--- src/hw/rtl/occr_pkg.sv ---
// Shared constants, types and helper functions of the charger current ramp block.
package occr_pkg;

   // Input item kinds.
   localparam logic [1:0] KIND_FRAME   = 2'd0;
   localparam logic [1:0] KIND_REQUEST = 2'd1;
   localparam logic [1:0] KIND_TICK    = 2'd2;

   // Result item kinds.
   localparam logic [1:0] OUT_FRAME   = 2'd0;
   localparam logic [1:0] OUT_ANSWER  = 2'd1;
   localparam logic [1:0] OUT_MEASURE = 2'd2;

   // Measurement codes.
   localparam logic [2:0] MC_LV_VOLTS   = 3'd0;
   localparam logic [2:0] MC_LV_AMPS    = 3'd1;
   localparam logic [2:0] MC_AC_VOLTS   = 3'd2;
   localparam logic [2:0] MC_AC_AMPS    = 3'd3;
   localparam logic [2:0] MC_TEMP       = 3'd4;
   localparam logic [2:0] MC_PILOT_DUTY = 3'd5;

   // Configuration register indexes.
   localparam logic [1:0] CSR_VOLTAGE_TARGET = 2'd0;
   localparam logic [1:0] CSR_POWER_LIMIT    = 2'd1;

   // Frame identifiers and fixed values.
   localparam logic [10:0] ID_LV       = 11'h377;
   localparam logic [10:0] ID_AC       = 11'h389;
   localparam logic [10:0] ID_STAT     = 11'h38A;
   localparam logic [10:0] ID_ENABLE   = 11'h285;
   localparam logic [10:0] ID_SETPOINT = 11'h286;
   localparam logic [7:0]  ENABLE_BYTE    = 8'hB6;
   localparam logic [7:0]  CURRENT_CAP    = 8'd120;
   localparam logic [7:0]  DUTY_THRESHOLD = 8'd5;
   localparam logic signed [16:0] TEMP_BIAS = 17'sd40;

   // Divider geometry: ten times the power limit over the bus voltage.
   localparam int unsigned DIVIDEND_W  = 20;
   localparam int unsigned DIVISOR_W   = 10;
   localparam int unsigned DIV_COUNT_W = 5;

   typedef enum logic [1:0] {
      ST_IDLE,
      ST_DIVIDE,
      ST_UPDATE,
      ST_SEND
   } state_type;

   typedef struct packed {
      logic [1:0]         out_kind;
      logic [10:0]        tx_id;
      logic [63:0]        tx_payload;
      logic               charge_granted;
      logic               enable_pin;
      logic [2:0]         measure_code;
      logic signed [16:0] measure_value;
      logic               last;
   } result_type;

   typedef struct packed {
      logic busy;
      logic done;
   } div_stat_type;

   // Build a measurement update word.
   function automatic result_type measure_word(input logic [2:0] code,
                                               input logic signed [16:0] value);
      result_type r;
      r = '0;
      r.out_kind      = OUT_MEASURE;
      r.measure_code  = code;
      r.measure_value = value;
      return r;
   endfunction

   // Build a transmit frame word.
   function automatic result_type frame_word(input logic [10:0] id,
                                             input logic [63:0] payload);
      result_type r;
      r = '0;
      r.out_kind   = OUT_FRAME;
      r.tx_id      = id;
      r.tx_payload = payload;
      return r;
   endfunction

endpackage

--- src/hw/rtl/occr_div.sv ---
// Bit-serial restoring divider: one quotient bit per clock cycle.
module occr_div (
   input  logic                                  clock,
   input  logic                                  reset,
   input  logic                                  start,
   input  logic [occr_pkg::DIVIDEND_W-1:0]       dividend,
   input  logic [occr_pkg::DIVISOR_W-1:0]        divisor,
   output occr_pkg::div_stat_type                status,
   output logic [occr_pkg::DIVIDEND_W-1:0]       quotient
);

   logic                                  busy_ff, busy_in;
   logic                                  done_ff, done_in;
   logic [occr_pkg::DIV_COUNT_W-1:0]      count_ff, count_in;
   logic [occr_pkg::DIVISOR_W-1:0]        rem_ff, rem_in;
   logic [occr_pkg::DIVIDEND_W-1:0]       quo_ff, quo_in;
   logic [occr_pkg::DIVISOR_W-1:0]        dvs_ff, dvs_in;
   logic [occr_pkg::DIVISOR_W:0]          shifted;
   logic [occr_pkg::DIVISOR_W:0]          diff;
   logic                                  fits;

   // One restoring step: bring in the next dividend bit and try to subtract.
   always_comb begin
      shifted = {rem_ff, quo_ff[occr_pkg::DIVIDEND_W-1]};
      fits    = shifted >= {1'b0, dvs_ff};
      diff    = shifted - {1'b0, dvs_ff};
      busy_in  = busy_ff;
      done_in  = 1'b0;
      count_in = count_ff;
      rem_in   = rem_ff;
      quo_in   = quo_ff;
      dvs_in   = dvs_ff;
      if (start) begin
         busy_in  = 1'b1;
         count_in = occr_pkg::DIV_COUNT_W'(occr_pkg::DIVIDEND_W - 1);
         rem_in   = '0;
         quo_in   = dividend;
         dvs_in   = divisor;
      end else if (busy_ff) begin
         rem_in   = fits ? diff[occr_pkg::DIVISOR_W-1:0] : shifted[occr_pkg::DIVISOR_W-1:0];
         quo_in   = {quo_ff[occr_pkg::DIVIDEND_W-2:0], fits};
         count_in = count_ff - occr_pkg::DIV_COUNT_W'(1);
         if (count_ff == '0) begin
            busy_in = 1'b0;
            done_in = 1'b1;
         end
      end
   end

   // Control state.
   always_ff @(posedge clock) begin
      if (reset) begin
         busy_ff <= 1'b0;
         done_ff <= 1'b0;
      end else begin
         busy_ff <= busy_in;
         done_ff <= done_in;
      end
   end

   // Datapath shift registers.
   always_ff @(posedge clock) begin
      count_ff <= count_in;
      rem_ff   <= rem_in;
      quo_ff   <= quo_in;
      dvs_ff   <= dvs_in;
   end

   assign status.busy = busy_ff;
   assign status.done = done_ff;
   assign quotient    = quo_ff;

endmodule

--- src/hw/rtl/onboard_charger_current_ramp.sv ---
// Charger current ramp controller: top level with item decoder, ramp state and result queue.
//
// Usage: the req_ channel carries one item (received frame, charge request or
// 100 ms tick); the rsp_ channel returns zero, one or two result words per
// item, the final one marked by rsp_last. A word moves when valid is high and
// stall is low. The csr_ port writes voltage_target (index 0) and power_limit
// (index 1); write it only while the block is idle.
// The first result word of a frame or request item appears in the cycle after
// acceptance. A granted tick with a nonzero bus voltage runs the serial
// power-over-voltage divider, one quotient bit per cycle, then passes through
// the ramp update state before its first word is offered; with a zero bus
// voltage the divide is skipped and the tick goes straight to the update state.
// The block works on one item at a time: for an item with result words,
// req_stall stays high from acceptance until the last result word is taken.
// Reset (synchronous, active high) clears the sequencer state, the
// configuration registers, the grant, the session flag, the ramp and the stored
// pilot duty; the result words and the latched bus voltage are not reset. While
// rsp_stall is high the pending word holds and no new item is taken.
module onboard_charger_current_ramp (
   input  logic               clock,
   input  logic               reset,
   input  logic               req_valid,
   output logic               req_stall,
   input  logic [1:0]         req_kind,
   input  logic [10:0]        req_rx_id,
   input  logic [63:0]        req_rx_payload,
   input  logic               req_run_wanted,
   input  logic               req_ac_wanted,
   input  logic [9:0]         req_bus_volts,
   output logic               rsp_valid,
   input  logic               rsp_stall,
   output logic [1:0]         rsp_out_kind,
   output logic [10:0]        rsp_tx_id,
   output logic [63:0]        rsp_tx_payload,
   output logic               rsp_charge_granted,
   output logic               rsp_enable_pin,
   output logic [2:0]         rsp_measure_code,
   output logic signed [16:0] rsp_measure_value,
   output logic               rsp_last,
   input  logic               csr_write_en,
   input  logic [1:0]         csr_index,
   input  logic [15:0]        csr_wdata
);

   occr_pkg::state_type  state_ff, state_in;
   logic [9:0]           vt_ff, vt_in;
   logic [15:0]          pl_ff, pl_in;
   logic                 granted_ff, granted_in;
   logic                 session_ff, session_in;
   logic [7:0]           ramp_ff, ramp_in;
   logic [7:0]           duty_ff, duty_in;
   logic                 idx_ff, idx_in;
   logic                 two_ff, two_in;
   logic [9:0]           bus_ff, bus_in;
   occr_pkg::result_type res_ff [2];
   occr_pkg::result_type res_in [2];
   occr_pkg::result_type rsp_word;

   logic                               accept;
   logic [7:0]                         b0, b1, b2, b3, b6, hot;
   logic                               grant_now;
   logic [13:0]                        setv;
   logic                               div_start;
   logic [occr_pkg::DIVIDEND_W-1:0]    dividend;
   occr_pkg::div_stat_type             div_status;
   logic [occr_pkg::DIVIDEND_W-1:0]    quotient;
   logic [7:0]                         cmax;
   logic [7:0]                         step;

   assign accept = req_valid && !req_stall;

   // Payload bytes used by the frame decoder.
   assign b0  = req_rx_payload[7:0];
   assign b1  = req_rx_payload[15:8];
   assign b2  = req_rx_payload[23:16];
   assign b3  = req_rx_payload[31:24];
   assign b6  = req_rx_payload[55:48];
   assign hot = (b0 > b1) ? b0 : b1;

   assign grant_now = req_run_wanted && req_ac_wanted && (duty_ff > occr_pkg::DUTY_THRESHOLD);

   // Voltage setpoint in tenths of a volt: target times ten as shift and add.
   assign setv = {1'b0, vt_ff, 3'b000} + {3'b000, vt_ff, 1'b0};

   // Ten times the power limit, the divider's dividend.
   assign dividend = {1'b0, pl_ff, 3'b000} + {3'b000, pl_ff, 1'b0};

   assign div_start = accept && (req_kind == occr_pkg::KIND_TICK) && granted_ff
                      && (req_bus_volts != '0);

   occr_div u_div (
      .clock    (clock),
      .reset    (reset),
      .start    (div_start),
      .dividend (dividend),
      .divisor  (req_bus_volts),
      .status   (div_status),
      .quotient (quotient)
   );

   // Power-limited maximum, then one ramp step with saturation at both ends.
   always_comb begin
      if (bus_ff == '0) begin
         cmax = '0;
      end else if (quotient > occr_pkg::DIVIDEND_W'(occr_pkg::CURRENT_CAP)) begin
         cmax = occr_pkg::CURRENT_CAP;
      end else begin
         cmax = quotient[7:0];
      end
      if (bus_ff < vt_ff) begin
         step = (ramp_ff == 8'hFF) ? ramp_ff : ramp_ff + 8'd1;
      end else begin
         step = (ramp_ff == 8'h00) ? ramp_ff : ramp_ff - 8'd1;
      end
   end

   // Configuration writes; indexes beyond the list are dropped.
   always_comb begin
      vt_in = vt_ff;
      pl_in = pl_ff;
      if (csr_write_en) begin
         unique case (csr_index)
            occr_pkg::CSR_VOLTAGE_TARGET: vt_in = csr_wdata[9:0];
            occr_pkg::CSR_POWER_LIMIT:    pl_in = csr_wdata;
            default: begin
            end
         endcase
      end
   end

   // Item decoder and sequencer.
   always_comb begin
      state_in   = state_ff;
      granted_in = granted_ff;
      session_in = session_ff;
      ramp_in    = ramp_ff;
      duty_in    = duty_ff;
      idx_in     = idx_ff;
      two_in     = two_ff;
      bus_in     = bus_ff;
      res_in[0]  = res_ff[0];
      res_in[1]  = res_ff[1];
      unique case (state_ff)
         occr_pkg::ST_IDLE: begin
            if (accept) begin
               idx_in = 1'b0;
               bus_in = req_bus_volts;
               case (req_kind)
                  occr_pkg::KIND_FRAME: begin
                     two_in = 1'b1;
                     if (req_rx_id == occr_pkg::ID_LV) begin
                        res_in[0] = occr_pkg::measure_word(occr_pkg::MC_LV_VOLTS,
                                                           {1'b0, b0, b1});
                        res_in[1] = occr_pkg::measure_word(occr_pkg::MC_LV_AMPS,
                                                           {1'b0, b2, b3});
                        state_in  = occr_pkg::ST_SEND;
                     end else if (req_rx_id == occr_pkg::ID_AC) begin
                        res_in[0] = occr_pkg::measure_word(occr_pkg::MC_AC_VOLTS,
                                                           {9'd0, b1});
                        res_in[1] = occr_pkg::measure_word(occr_pkg::MC_AC_AMPS,
                                                           {9'd0, b6});
                        state_in  = occr_pkg::ST_SEND;
                     end else if (req_rx_id == occr_pkg::ID_STAT) begin
                        duty_in   = b3;
                        res_in[0] = occr_pkg::measure_word(occr_pkg::MC_TEMP,
                                       $signed({9'd0, hot}) - occr_pkg::TEMP_BIAS);
                        res_in[1] = occr_pkg::measure_word(occr_pkg::MC_PILOT_DUTY,
                                                           {9'd0, b3});
                        state_in  = occr_pkg::ST_SEND;
                     end
                     res_in[0].last = 1'b0;
                     res_in[1].last = 1'b1;
                  end
                  occr_pkg::KIND_REQUEST: begin
                     granted_in = grant_now;
                     two_in     = grant_now;
                     res_in[0]  = '0;
                     res_in[0].out_kind       = occr_pkg::OUT_ANSWER;
                     res_in[0].charge_granted = grant_now;
                     res_in[0].enable_pin     = grant_now;
                     res_in[0].last           = !grant_now;
                     res_in[1] = occr_pkg::measure_word(occr_pkg::MC_PILOT_DUTY,
                                                        {9'd0, duty_ff});
                     res_in[1].last = 1'b1;
                     state_in  = occr_pkg::ST_SEND;
                  end
                  occr_pkg::KIND_TICK: begin
                     if (granted_ff) begin
                        session_in = 1'b1;
                        two_in     = 1'b1;
                        res_in[0]  = occr_pkg::frame_word(occr_pkg::ID_ENABLE,
                                        {40'd0, occr_pkg::ENABLE_BYTE, 16'd0});
                        res_in[1]  = occr_pkg::frame_word(occr_pkg::ID_SETPOINT,
                                        {40'd0, ramp_ff, setv[7:0], 2'b00, setv[13:8]});
                        res_in[0].last = 1'b0;
                        res_in[1].last = 1'b1;
                        state_in = (req_bus_volts == '0) ? occr_pkg::ST_UPDATE
                                                         : occr_pkg::ST_DIVIDE;
                     end else if (session_ff) begin
                        ramp_in    = '0;
                        session_in = 1'b0;
                        two_in     = 1'b0;
                        res_in[0]  = occr_pkg::frame_word(occr_pkg::ID_SETPOINT, 64'd0);
                        res_in[0].last = 1'b1;
                        state_in   = occr_pkg::ST_SEND;
                     end else begin
                        ramp_in = '0;
                     end
                  end
                  default: begin
                  end
               endcase
            end
         end
         occr_pkg::ST_DIVIDE: begin
            if (div_status.done) begin
               state_in = occr_pkg::ST_UPDATE;
            end
         end
         occr_pkg::ST_UPDATE: begin
            ramp_in  = (step >= cmax) ? cmax : step;
            state_in = occr_pkg::ST_SEND;
         end
         occr_pkg::ST_SEND: begin
            if (!rsp_stall) begin
               if (!idx_ff && two_ff) begin
                  idx_in = 1'b1;
               end else begin
                  state_in = occr_pkg::ST_IDLE;
               end
            end
         end
         default: begin
            state_in = occr_pkg::ST_IDLE;
         end
      endcase
   end

   // Control and architectural state.
   always_ff @(posedge clock) begin
      if (reset) begin
         state_ff   <= occr_pkg::ST_IDLE;
         vt_ff      <= '0;
         pl_ff      <= '0;
         granted_ff <= 1'b0;
         session_ff <= 1'b0;
         ramp_ff    <= '0;
         duty_ff    <= '0;
         idx_ff     <= 1'b0;
         two_ff     <= 1'b0;
      end else begin
         state_ff   <= state_in;
         vt_ff      <= vt_in;
         pl_ff      <= pl_in;
         granted_ff <= granted_in;
         session_ff <= session_in;
         ramp_ff    <= ramp_in;
         duty_ff    <= duty_in;
         idx_ff     <= idx_in;
         two_ff     <= two_in;
      end
   end

   // Result words and the latched bus voltage.
   always_ff @(posedge clock) begin
      res_ff[0] <= res_in[0];
      res_ff[1] <= res_in[1];
      bus_ff    <= bus_in;
   end

   // Output port drive.
   assign req_stall          = (state_ff != occr_pkg::ST_IDLE);
   assign rsp_valid          = (state_ff == occr_pkg::ST_SEND);
   assign rsp_word           = res_ff[idx_ff];
   assign rsp_out_kind       = rsp_word.out_kind;
   assign rsp_tx_id          = rsp_word.tx_id;
   assign rsp_tx_payload     = rsp_word.tx_payload;
   assign rsp_charge_granted = rsp_word.charge_granted;
   assign rsp_enable_pin     = rsp_word.enable_pin;
   assign rsp_measure_code   = rsp_word.measure_code;
   assign rsp_measure_value  = rsp_word.measure_value;
   assign rsp_last           = rsp_word.last;

endmodule

--- config.mk ---
export PLATFORM = sky130hd
export DESIGN_NAME = onboard_charger_current_ramp
export DESIGN_NICKNAME = d
export VERILOG_FILES = /design/src/hw/rtl/occr_pkg.sv /design/src/hw/rtl/occr_div.sv /design/src/hw/rtl/onboard_charger_current_ramp.sv
export SDC_FILE = /design/constraint.sdc
export NUM_CORES = 1
export LEC_CHECK = 0
export ABC_AREA = 1
export BUFFER_PORTS_ARGS = -buffer_cell sky130_fd_sc_hd__buf_4
export CAP_MARGIN = 25
export CORE_ASPECT_RATIO = 0.5
export CORE_MARGIN = 2
export CORE_UTILIZATION = 45
export CTS_CLUSTER_SIZE = 20
export DETAILED_ROUTE_END_ITERATION = 10
export GPL_TIMING_DRIVEN = 1
export PLACE_DENSITY = 0.7
export SLEW_MARGIN = 20
export SYNTH_ARGS = -nofsm -noshare
export SYNTH_HDL_FRONTEND = slang
export SYNTH_SLANG_ARGS = --single-unit
--- constraint.sdc ---
create_clock -name clock -period 6.2 [get_ports clock]
set_input_delay 1.24 -clock clock [delete_from_list [all_inputs] [get_ports clock]]
set_output_delay 1.24 -clock clock [all_outputs]
set_load 0.01 [all_outputs]
==> metrics.yaml <==
sta:
  relSlewSlack_pct: 44.25
  maxSlewViolCount: 0
  fin_skew_ns: 0.01030
  timing.hold.ws_ns: 0.4563
  worst_pin_slew_ns: 0.8362
  min_period_ns: 3.581
  rsz0062_at_grt: "false"
  fin_tns_setup_ns: 0
  fmax_mhz: 279.3
  post-route-period-util_pct: 57.75
  finalHoldViolCount: 0
  finalSetupViolations: 0
placed_design:
  dp_hpwl_um: 19370
  port_buffers: 140
  gp_congestion: 0.8885
power_and_ir_drop:
  p_leak_nw: 5.895
  power_w: 0.003600
  ir_drop_uv: 153.0
  power.density_nw_per_um2: 287.5
setup_path:
  cp_max_fo: 9
  cp-startpoint: "vt_ff[3]"
  worstPathArrival_ns: 3.95
  rrSetupSlack_ns: 2.62
  path_common_cell: "inv_1"
  worstSetupPathType: "reg -> reg"
  crit_path_end_kind: "flop"
  cp_top_family: "simple AND/OR/NAND/NOR gates"
  timing.critical_path.buf_inv: 4
  worstPathCellList: "inv_1, ha_1, a21oi_1, o21ai_0, nand2_1, and2_1, nand2_2, inv_1, nand2_1, nand2_1, inv_1, ha_1, a21oi_1, nor2_1, a211oi_1, nand3_1, inv_1, nand4_1, a21oi_1"
  cp.required_ns: 6.57
  cp.depth: 19
  ff2ff_path_depth: 19
  reg2reg_from: "vt_ff[3]"
  critical_path.endpoint: "ramp_ff[7]"
  critPathMaxStageDelay_ns: 0.42
  slowest_stage: "dfxtp_1"
  worst_setup_path_start_kind: "flop"
  rr_endpoint: "ramp_ff[7]"
min_path:
  holdPathStages: 2
  hold_path_class: "reg -> reg"
clocking:
  clkTransAtPathRegs_ns: 0.07
  cts_hold_buf: 0
  clk_path_buf_depth: 2
  cts_tree: "done"
  post-cts-setup-buffers: 0
  cts_made_buffers: 17
  cts-root-buf: "clkbuf_16"
  clk_latency_ns: 0.44
  cts_resized: 0
  cts_sinks: 173
  cts_max_level: 4
cells_and_area:
  multi_input_area_um2: 5229
  n_antenna_cell: 0
  nets: 1631
  ff_latch_area_um2: 4534
  area_growth_pct: 16.21
  drive_above_1_share_pct: 16.87
  n_fill_cell: 2146
die:
  start_util_pct: 46.49
  pin_count: 214
  core_area_um2: 23180
  die-area_um2: 25270
  die_h_um: 113.4
  dieWidth_um: 222.8
  rows: 39
synth:
  avgSynthCellArea_um2: 8.182
  synth.top_cells.by_area: "edfxtp_1 30%, dfxtp_1 12%, nand2_1 9.7%"
  ys_types: 60
  ys_ff_latch: 173
  synth_top_area_cell: "edfxtp_1"
  synth_top_area_share_pct: 29.82
  ys.flop_type: "edfxtp_1"
  yosys_warnings: 0
  synth_edf_count: 107
  synthCells: 1317
  seq_area_frac_synth_pct: 42.08
  ys_async_sr_fraction_pct: 0
  synth_area_um2: 10780
grt:
  grt_pass1_wl_um: 41530
  overflow: 0
  grt_pass1_vias: 8467
  grtUsageTotal_pct: 20.49
  antenna_found_initial: 0
  grt_max_degree: 46
drt:
  wl_per_cell_um: 14.49
  wl_met1_um: 12050
  dr.first_iter.drc_count: 613
  dr.max_layer_used: "met4"
  route.met3.wl_um: 1255
  dr_total_vias: 9014
  dr.pass1.iters: 6
  drc: 0
  vias_per_cell: 5.107
  finalWirelength_um: 25570
  antenna_left: 0
  routed-wl-met2_um: 11970
outcome:
  status: "finished clean"
job:
  max-cap-violations: 0
## power by group
group	total (W)	internal (W)	switching (W)
clock network	0.00110	0.000617	0.000482
registers	0.00146	0.00136	0.0000926
logic	0.00105	0.000392	0.000653
## cell families (layout without fill, tap and decap cells)
logic type,after synthesis,count (layout),synth area share (%)
AO/OA/AOI/OAI,256,256,13.28
XOR/XNOR,31,31,2.520
adder cells (fa/ha/maj),74,74,8.802
buffers and inverters,260,353,11.23
flip-flops,173,173,42.08
other,2,50,0.06970
AND/OR/NAND/NOR,521,521,22.02
## worst min-delay path, cell delays in order, from the launching register on
cell and delay (ns):
dfxtp_1 0.30, inv_1 0.06, a21oi_1 0.05
## through the flow
stage | std cells | worst slack, ns | utilization, % | area, um2
2_1_floorplan | 1365 | 1.542 | - | 10960
3_3_place_gp | 1732 | 2.319 | 51.31 | 11890
3_5_place_dp | 1732 | 2.213 | 51.31 | 11890
4_1_cts | 1764 | 2.660 | 53.96 | 12510
5_1_grt | 1765 | 2.318 | 54.02 | 12520
6_report | 1765 | 2.619 | 54.02 | 12520
## synthesized netlist by cell type, drive strengths merged (3+ instances only)
cell	instances
a211oi	3
a21o	3
a21oi	95
a22oi	10
buf	65
clkbuf	20
dfxtp	66
edfxtp	107
fa	3
ha	71
inv	174
nand2	297
nand3	53
nand3b	6
nand4	12
nor2	129
nor3	13
nor4	7
o21ai	112
o21bai	3
o22ai	13
xnor2	9
xor2	22
## registers in the layout (all words and copies together), names as in the netlist, named ones only
name,count
vt_ff,10
u_div.count_ff,5
idx_ff,1
two_ff,1
granted_ff,1
bus_ff,10
session_ff,1
u_div.dvs_ff,10
u_div.quotient,20
pl_ff,16
ramp_ff,8
u_div.done_ff,1
res_ff,67
state_ff,2
duty_ff,8
u_div.rem_ff,10
u_div.busy_ff,1
## metal layers
metal | up-vias | global-route usage [%]
li1 | 4526 | -
met1 | 4207 | 27.28
met2 | 260 | 34.46
met3 | 21 | 3.916
met4 | 0 | 5.682
met5 | - | 0
## cell usage in the layout, fill, tap and decap left out, types with 9 or more instances in the layout
master and instances:
a22oi_1 10, xnor2_1 9, nand4_1 10, nor3_1 9, ha_1 71, nand3_1 50
inv_1 161, edfxtp_1 107, inv_2 13, clkbuf_16 21, o21ai_1 30, a21oi_1 92
dfxtp_1 66, xor2_1 22, nand2_2 13, nor2_1 115, conb_1 50, o22ai_1 13
nand2_1 278, o21ai_0 79, buf_4 145
## layout make-up
| type | instances | share of cell area (%) |
|---|---|---|
| Multi-Input combinational cell | 932 | 41.76 |
| Sequential cell | 173 | 36.21 |
| Clock buffer | 21 | 4.197 |
| Timing Repair Buffer | 146 | 8.813 |
| Tap cell | 307 | 3.068 |
| Inverter | 175 | 5.246 |
| Clock inverter | 11 | 0.7094 |
## how the worst min path moves through the flow
| stage | from | to | slack, ns |
|---|---|---|---|
| 6_report | duty_ff[0] | duty_ff[0] | 0.46 |
| 5_1_grt | duty_ff[0] | duty_ff[0] | 0.49 |
| 3_5_place_dp | duty_ff[0] | duty_ff[0] | 0.45 |
| 4_1_cts | duty_ff[0] | duty_ff[0] | 0.46 |
| 2_1_floorplan | duty_ff[0] | duty_ff[0] | 0.43 |
| 3_3_place_gp | duty_ff[0] | duty_ff[0] | 0.44 |
(Power assumes the default switching activity.)
